### src/stepper_microstep_sequencer_defines.svh
// ----------------------------------------------------------------------------
// Stepper microstep sequencer assertion macros
// Concurrent assertion wrappers on clk, with and without reset masking.
// ----------------------------------------------------------------------------
`ifndef STEPPER_MICROSTEP_SEQUENCER_DEFINES_SVH
`define STEPPER_MICROSTEP_SEQUENCER_DEFINES_SVH

`ifndef SYNTHESIS
`define SMS_ASSERT(name, prop) \
  name: assert property (@(posedge clk) disable iff (!rst_n) prop) \
    else $error("sms assertion failed");
`define SMS_ASSERT_ALWAYS(name, prop) \
  name: assert property (@(posedge clk) prop) \
    else $error("sms assertion failed");
`else
`define SMS_ASSERT(name, prop)
`define SMS_ASSERT_ALWAYS(name, prop)
`endif

`endif

### src/sms_pkg.sv
// ----------------------------------------------------------------------------
// Stepper microstep sequencer package
// Transfer types, register indexes, sine table and drive word encoding.
// ----------------------------------------------------------------------------
package sms_pkg;

  localparam int MICROSTEPS_PER_STEP = 8;
  localparam int MSTEP_CLAMPED = (MICROSTEPS_PER_STEP < 4) ? 4 :
                                 (MICROSTEPS_PER_STEP > 8) ? 8 : MICROSTEPS_PER_STEP;
  localparam logic [3:0] MSTEP_N = 4'(MSTEP_CLAMPED);
  localparam int SINE_ROW = MSTEP_CLAMPED - 4;

  localparam int INTERVAL_W = 24;
  localparam int POS_W      = 16;
  localparam int REMAIN_W   = 23;
  localparam int CFG_DATA_W = 24;

  localparam logic [INTERVAL_W-1:0] STEP_INTERVAL_RST = 24'd1000;
  localparam logic [POS_W-1:0]      POSITION_WRAP_RST = 16'd1600;

  typedef enum logic {
    CFG_STEP_INTERVAL = 1'b0,
    CFG_POSITION_WRAP = 1'b1
  } cfg_index_t;

  typedef struct packed {
    logic               cmd;
    logic signed [23:0] move_steps;
  } sms_in_t;

  typedef struct packed {
    logic [31:0] drive_word;
    logic [15:0] step_position;
    logic [2:0]  microstep_index;
    logic        move_done;
  } sms_out_t;

  localparam logic CMD_TICK = 1'b0;
  localparam logic CMD_MOVE = 1'b1;

  localparam logic [3:0] PH_A_POS = 4'b1000;
  localparam logic [3:0] PH_A_NEG = 4'b0100;
  localparam logic [3:0] PH_B_POS = 4'b0010;
  localparam logic [3:0] PH_B_NEG = 4'b0001;

  localparam logic [7:0] COUNT_SUM = 8'd142;
  localparam int DW_COUNT2_LSB = 25;
  localparam int DW_PHASE2_LSB = 21;
  localparam int DW_COUNT1_LSB = 15;
  localparam int DW_PHASE1_LSB = 11;
  localparam int DW_COUNT0_LSB = 4;

  // trunc(100*sin(k*pi/(2N))), one row per N = 4..8
  localparam logic [6:0] SINE_ROWS [0:4][0:8] = '{
    '{7'd0, 7'd38, 7'd70, 7'd92, 7'd100, 7'd0, 7'd0, 7'd0, 7'd0},
    '{7'd0, 7'd30, 7'd58, 7'd80, 7'd95, 7'd100, 7'd0, 7'd0, 7'd0},
    '{7'd0, 7'd25, 7'd50, 7'd70, 7'd86, 7'd96, 7'd100, 7'd0, 7'd0},
    '{7'd0, 7'd22, 7'd43, 7'd62, 7'd78, 7'd90, 7'd97, 7'd100, 7'd0},
    '{7'd0, 7'd19, 7'd38, 7'd55, 7'd70, 7'd83, 7'd92, 7'd98, 7'd100}
  };

  function automatic logic [31:0] drive_word_calc(input logic [1:0] quad,
                                                  input logic [2:0] micro);
    logic [3:0] rc;
    logic [6:0] lo;
    logic [6:0] hi;
    logic [6:0] mag_a;
    logic [6:0] mag_b;
    logic [6:0] cnt0;
    logic [6:0] cnt2;
    logic [7:0] cnt1;
    logic [3:0] ph0;
    logic [3:0] ph2;
    logic       neg_a;
    logic       neg_b;
    rc    = ({1'b0, micro} >= MSTEP_N) ? (MSTEP_N - 4'd1) : {1'b0, micro};
    lo    = SINE_ROWS[SINE_ROW][rc];
    hi    = SINE_ROWS[SINE_ROW][MSTEP_N - rc];
    mag_a = quad[0] ? hi : lo;
    mag_b = quad[0] ? lo : hi;
    neg_a = quad[1];
    neg_b = (quad == 2'd1) || (quad == 2'd2);
    cnt0  = (mag_a != 7'd0) ? (mag_a - 7'd2) : 7'd0;
    cnt2  = (mag_b != 7'd0) ? (mag_b - 7'd4) : 7'd0;
    ph0   = (mag_a == 7'd0) ? 4'd0 : (neg_a ? PH_A_NEG : PH_A_POS);
    ph2   = (mag_b == 7'd0) ? 4'd0 : (neg_b ? PH_B_NEG : PH_B_POS);
    cnt1  = COUNT_SUM - {1'b0, cnt0} - {1'b0, cnt2};
    return (32'(cnt2) << DW_COUNT2_LSB) | (32'(ph2) << DW_PHASE2_LSB) |
           (32'(cnt1) << DW_COUNT1_LSB) | (32'(ph0 | ph2) << DW_PHASE1_LSB) |
           (32'(cnt0) << DW_COUNT0_LSB) | 32'(ph0);
  endfunction

endpackage

### src/stepper_microstep_sequencer.sv
// ----------------------------------------------------------------------------
// Stepper microstep sequencer
// Paced sine/cosine microstepping for a two-coil stepper motor.
// ----------------------------------------------------------------------------
// Takes one command (tick or move) per clock while in_stall is low. Each
// transfer is handled in the cycle it is accepted, so the sustained rate is
// one item per cycle while neither stall holds it. The elapsed counter compare,
// the position and index update and the sine table drive word lookup all sit
// ahead of one output register, which shows a microstep result for each tick
// that steps; a skid register behind it lets the input keep flowing for one
// more result while out_stall is high; in_stall rises once both hold a result
// or in reset. A move replaces any pending move; a zero count is ignored.
`include "stepper_microstep_sequencer_defines.svh"

module stepper_microstep_sequencer (
  input  logic                           clk,
  input  logic                           rst_n,
  input  logic                           in_valid,
  output logic                           in_stall,
  input  sms_pkg::sms_in_t               in_data,
  output logic                           out_valid,
  input  logic                           out_stall,
  output sms_pkg::sms_out_t              out_data,
  input  logic                           cfg_we,
  input  sms_pkg::cfg_index_t            cfg_index,
  input  logic [sms_pkg::CFG_DATA_W-1:0] cfg_wdata
);
  import sms_pkg::*;

  logic [INTERVAL_W-1:0] step_interval_r;
  logic [POS_W-1:0]      position_wrap_r;
  logic [INTERVAL_W-1:0] elapsed_r,   elapsed_nxt;
  logic [REMAIN_W-1:0]   remaining_r, remaining_nxt;
  logic                  forward_r,   forward_nxt;
  logic [POS_W-1:0]      position_r,  position_nxt;
  logic [2:0]            micro_idx_r, micro_idx_nxt;
  logic                  out_valid_r;
  sms_out_t              out_data_r;
  logic                  skid_valid_r;
  sms_out_t              skid_data_r;

  logic                  in_fire;
  logic                  out_fire;
  logic                  step_fire;
  logic [INTERVAL_W-1:0] elapsed_inc;
  logic [23:0]           move_neg;
  logic [2:0]            idx_fwd;
  logic [POS_W-1:0]      pos_fwd;
  logic [POS_W-1:0]      pos_rev_base;
  sms_out_t              res;

  assign in_stall  = skid_valid_r | ~rst_n;
  assign in_fire   = in_valid & ~in_stall;
  assign out_valid = out_valid_r;
  assign out_data  = out_data_r;
  assign out_fire  = out_valid_r & ~out_stall;

  assign elapsed_inc  = (elapsed_r == '1) ? elapsed_r : elapsed_r + 1'b1;
  assign step_fire    = in_fire && (in_data.cmd == CMD_TICK) &&
                        (elapsed_inc >= step_interval_r) && (remaining_r != '0);
  assign move_neg     = 24'(-in_data.move_steps);
  assign idx_fwd      = micro_idx_r + 3'd1;
  assign pos_fwd      = position_r + 1'b1;
  assign pos_rev_base = (position_r == '0) ? position_wrap_r : position_r;

  always_comb begin
    elapsed_nxt   = elapsed_r;
    remaining_nxt = remaining_r;
    forward_nxt   = forward_r;
    position_nxt  = position_r;
    micro_idx_nxt = micro_idx_r;
    if (in_fire && (in_data.cmd == CMD_MOVE)) begin
      if (in_data.move_steps != '0) begin
        forward_nxt = ~in_data.move_steps[23];
        if (in_data.move_steps[23]) begin
          remaining_nxt = move_neg[23] ? '1 : move_neg[REMAIN_W-1:0];
        end else begin
          remaining_nxt = in_data.move_steps[REMAIN_W-1:0];
        end
      end
    end else if (in_fire) begin
      elapsed_nxt = elapsed_inc;
      if (step_fire) begin
        elapsed_nxt   = '0;
        remaining_nxt = remaining_r - 1'b1;
        if (forward_r) begin
          if ({1'b0, idx_fwd} >= MSTEP_N) begin
            micro_idx_nxt = 3'd0;
            position_nxt  = (pos_fwd == position_wrap_r) ? '0 : pos_fwd;
          end else begin
            micro_idx_nxt = idx_fwd;
          end
        end else if (micro_idx_r == 3'd0) begin
          micro_idx_nxt = 3'(MSTEP_N - 4'd1);
          position_nxt  = pos_rev_base - 1'b1;
        end else begin
          micro_idx_nxt = micro_idx_r - 3'd1;
        end
      end
    end
  end

  always_comb begin
    res.drive_word      = drive_word_calc(position_nxt[1:0], micro_idx_nxt);
    res.step_position   = position_nxt;
    res.microstep_index = micro_idx_nxt;
    res.move_done       = (remaining_nxt == '0);
  end

  always_ff @(posedge clk) begin
    if (!rst_n) begin
      step_interval_r <= STEP_INTERVAL_RST;
      position_wrap_r <= POSITION_WRAP_RST;
      elapsed_r       <= '0;
      remaining_r     <= '0;
      forward_r       <= 1'b0;
      position_r      <= '0;
      micro_idx_r     <= '0;
      out_valid_r     <= 1'b0;
      skid_valid_r    <= 1'b0;
    end else begin
      if (cfg_we) begin
        case (cfg_index)
          CFG_STEP_INTERVAL: step_interval_r <= cfg_wdata[INTERVAL_W-1:0];
          CFG_POSITION_WRAP: position_wrap_r <= cfg_wdata[POS_W-1:0];
          default: ;
        endcase
      end
      elapsed_r   <= elapsed_nxt;
      remaining_r <= remaining_nxt;
      forward_r   <= forward_nxt;
      position_r  <= position_nxt;
      micro_idx_r <= micro_idx_nxt;
      if (!out_valid_r || out_fire) begin
        if (skid_valid_r) begin
          out_valid_r  <= 1'b1;
          out_data_r   <= skid_data_r;
          skid_valid_r <= 1'b0;
        end else begin
          out_valid_r <= step_fire;
          out_data_r  <= res;
        end
      end else if (step_fire) begin
        skid_valid_r <= 1'b1;
        skid_data_r  <= res;
      end
    end
  end

  `SMS_ASSERT(a_skid_behind_out, skid_valid_r |-> out_valid_r)
  `SMS_ASSERT(a_step_consumes_one, step_fire |=> (remaining_r == $past(remaining_r) - 1'b1))
  `SMS_ASSERT(a_index_in_range, ({1'b0, micro_idx_r} < MSTEP_N))
  `SMS_ASSERT_ALWAYS(a_no_accept_in_reset, !rst_n |-> !in_fire)

endmodule
### config.mk
export PLATFORM = sky130hd
export DESIGN_NAME = stepper_microstep_sequencer
export DESIGN_NICKNAME = d
export VERILOG_FILES = /design/src/sms_pkg.sv /design/src/stepper_microstep_sequencer.sv
export VERILOG_INCLUDE_DIRS = /design/src /design/src/src
export SDC_FILE = /design/constraint.sdc
export NUM_CORES = 1
export LEC_CHECK = 0
export BUFFER_PORTS_ARGS = -buffer_cell sky130_fd_sc_hd__buf_4
export CORE_ASPECT_RATIO = 1.2
export CORE_MARGIN = 3
export CORE_UTILIZATION = 50
export DETAILED_ROUTE_END_ITERATION = 7
export MAX_ROUTING_LAYER = met4
export PLACE_DENSITY = 0.69
export SYNTH_ARGS = -nofsm -noshare
export SYNTH_HDL_FRONTEND = slang
export SYNTH_SLANG_ARGS = --single-unit
### constraint.sdc
create_clock -name clk -period 21.8 [get_ports clk]
set_input_delay 1.09 -clock clk [delete_from_list [all_inputs] [get_ports clk]]
set_output_delay 1.09 -clock clk [all_outputs]
set_load 0.02 [all_outputs]
==> metrics.csv <==
stage;metric;value;unit
critical_path;origin of the critical flop-to-flop path;elapsed_r[19]$_SDFFE_PN0P_;
clock_tree;clock transition at the registers of the reported paths;0.06;ns
drt;DR iter-0 viols;772;
sta;max-slew violation count;0;
critical_path;crit path to;out_data[42]$_DFFE_PP_;
yosys;synthesized area per cell;8.730;µm²
min_path;Hold Path Class;flop to flop;
critical_path;Worst path most repeated cell;ha_1;
drt;Pre-Repair DR Iteration Count;6;
place;hpwl dp;21.55;mm
clock_tree;H-tree depth;1;
drt;routed len/inst;17.12;µm
yosys;Post-Syn Area;11990;µm²
global_route;vias in the first global route;9886;
clock_tree;clock buffer count from CTS;21;
yosys;Yosys top cell area share;23.05;%
sta;slew of the pin with the lowest slew margin;1.126;ns
die;Initial Util;51.32;%
die;core area;23350;µm²
pwr;Power Density;63.52;nW/µm²
yosys;#FFs+latches synth;201;
drt;Vias per Instance;5.841;
die;I/O pin cnt;109;
cells_and_area;nets@finish;1546;
yosys;gate count after technology mapping;1373;
critical_path;critical path startpoint;elapsed_r[19]$_SDFFE_PN0P_;
critical_path;CP max stage cell;a211oi_1;
place;port buffer count;104;
critical_path;WP data required;22.05;ns
global_route;initial antenna violation count;0;
sta;RSZ-0062 raised after global routing;false;
drt;Vias;10310;
sta;Max-Slew Margin vs Limit;24.63;%
drt;Residual DRC;0;
critical_path;Setup CP Type;flop to flop;
critical_path;Reg-to-Reg End;out_data[42]$_DFFE_PP_;
cells_and_area;layout cells sized above 1;14.21;%
place;GPL Wtd Cong;0.9400;
clock_tree;root buf cell;clkbuf_16;
die;Die H;175.6;µm
cells_and_area;fin cells;1765;
cells_and_area;area grow syn2layout;13.24;%
clock_tree;clock sink total;201;
critical_path;Worst path max stage delay;0.85;ns
critical_path;critical path launch point type;flop;
die;die area;25870;µm²
pwr;Leak;5.333;nW
cells_and_area;most common cell after layout, fill and taps aside;nand2_1;
sta;clock skew;0.01623;ns
clock_tree;CTS tree;built;
sta;Final Setup Violations;0;
critical_path;R2R Setup Slk;12.14;ns
critical_path;CP Max Fanout;18;
yosys;top_reg_cell synth;dfxtp_1;
sta;Final Critical Period;9.657;ns
cells_and_area;Fill cells;2179;
run;MaxCap Viol Count;0;
global_route;first-pass GRT wire length;50.06;mm
cells_and_area;most frequent cells in the layout;nand2_1 (192), nor2_1 (121), buf_4 (116);
sta;Hold Vio Cnt, Final;0;
yosys;Yosys warnings;0;
sta;Period Utilization, post-route;44.30;%
yosys;Synth area leaders;edfxtp_1 (23%), dfxtp_1 (18%), nand2_1 (6.0%), ha_1 (5.6%), a21oi_1 (4.1%);
yosys;Post-synth ARST share;0;%
pwr;Max VDD drop;0.00004779;V
yosys;Post-synth EDFFs;92;
critical_path;Worst Reg-to-Reg Cells;34;
clock_tree;Setup Buffers After CTS;0;
drt;Routed Antenna Nets;0;
drt;Routed Wire Length;30.21;mm
critical_path;Worst Setup End Kind;flop;
status;outcome;completed;
yosys;Seq/Total Area, Yosys;41.25;%
global_route;overall routing resource usage;23.70;%
die;Die X;147.3;µm
clock_tree;CTS Hold Bufs;0;
sta;Fmax;103.6;MHz
die;row count;61;
yosys;number of distinct library cells after synthesis;91;
clock_tree;later-pin clock latency in the skew report;0.50;ns
critical_path;Crit path arrival time;9.91;ns
place;# placed instances;1728;
global_route;grt ovf;0;
yosys;Yosys top cell by area;edfxtp_1;
clock_tree;post-cts resize count;0;
global_route;largest net degree at the start of global routing;87;
cells_and_area;Ant. Diodes;0;
clock_tree;clk buf depth;3;
sta;setup tns final;0;ns
## power by group
group / switching (mW) / leakage [nW] / internal [mW] / total [mW]
sequential: 0.00679 / 1.75 / 0.407 / 0.413
combinational: 0.0701 / 3.28 / 0.0471 / 0.117
clock: 0.147 / 0.307 / 0.185 / 0.332
total: 0.224 / 5.33 / 0.638 / 0.862
## registers in the layout (all words and copies together), names as in the netlist
signal,flops
forward_r,1
skid_valid_r,1
out_valid,1
step_interval_r,24
remaining_r,23
micro_idx_r,3
skid_data_r,46
elapsed_r,24
out_data,46
position_r,16
position_wrap_r,16
## final cells by class
type	instances	area (µm²)	share of cell area (%)
inverters	74	277.8	2.046
clock buffers	28	571.8	4.213
repair buffers	116	870.8	6.416
well taps	315	394.1	2.904
flip-flops and latches	201	4946	36.44
clock inverters	9	50.05	0.3687
multi-input cells	1022	6462	47.61
## synth_stat cells (5+ instances only)
library cell  instances
clkbuf_1             63
buf_2                 6
o22ai_1               9
nor3_1               29
a31oi_1              13
nand2b_1              9
o21a_1                5
edfxtp_1             92
or2_2                 9
or4_1                11
dfxtp_1             109
xor2_1               22
and4_1                6
a22oi_1              14
nand2_1             192
or3_1                14
nand3_1              30
nand4_1              14
a21o_1               11
mux2_2               23
xnor2_1              40
a22o_1                5
and3_1                9
a211oi_1             16
a21oi_1              99
nor2_1              122
inv_1                72
o21bai_1              5
mux2i_1              12
o21ai_0              69
buf_4                 7
nor2b_1               5
o2111ai_1            11
o211ai_1             19
o221ai_1              6
and2_1               22
nor4_1               13
ha_1                 54
o31ai_1              14
## cells by family after synthesis
family	Yosys count	synth area share [%]
xor gates and xnor gates	62	4.530
other	1	0.03129
buffers and inverters	153	5.136
DFF	201	41.25
AOI/OAI and AO/OA	353	19.46
and+or+nand+nor	513	20.63
muxes	35	3.163
adders and majority gates	55	5.804
## metrics by stage
step / worst slack [ns] / power, mW / instance area (µm²) / hold WS [ns] / util, %
floorplan: 13.54 / 0.4998 / 12000 / 0.4363 / -
global placement: 12.62 / 0.5352 / 12950 / 0.4444 / 55.45
detailed placement: 12.27 / 0.5377 / 12950 / 0.4493 / 55.45
CTS: 12.22 / 0.8693 / 13570 / 0.4577 / 58.12
global route: 11.28 / 0.9001 / 13570 / 0.4702 / 58.12
finish: 12.14 / 0.8622 / 13570 / 0.4550 / 58.12
## critical path, delay by kind of cell, from the launching register on
family                     cells  cell delay [ns]
and+or+nand+nor               12             3.53
adders and majority gates      5             1.37
xor gates and xnor gates       2             0.22
AOI/OAI and AO/OA              9             2.61
muxes                          2             0.66
buffers and inverters          4             0.58
DFF                            1             0.41
## layer usage
metal,global-route usage [%],part of all wire (%)
met1,29.74,44
met3,3.200,5.7
met4,6.138,2.1
met5,-,0
met2,40.62,49
## worst min path at each step
stage / cells after the start / end / from
2_1_floorplan: 2 / step_interval_r[10]$_SDFFE_PN0P_ / step_interval_r[10]$_SDFFE_PN0P_
3_3_place_gp: 2 / step_interval_r[13]$_SDFFE_PN0P_ / step_interval_r[13]$_SDFFE_PN0P_
3_5_place_dp: 2 / step_interval_r[17]$_SDFFE_PN0P_ / step_interval_r[17]$_SDFFE_PN0P_
4_1_cts: 2 / step_interval_r[17]$_SDFFE_PN0P_ / step_interval_r[17]$_SDFFE_PN0P_
5_1_grt: 2 / step_interval_r[18]$_SDFFE_PN0P_ / step_interval_r[18]$_SDFFE_PN0P_
6_report: 2 / step_interval_r[17]$_SDFFE_PN0P_ / step_interval_r[17]$_SDFFE_PN0P_
Note: power is estimated with default switching activity, not from simulation.
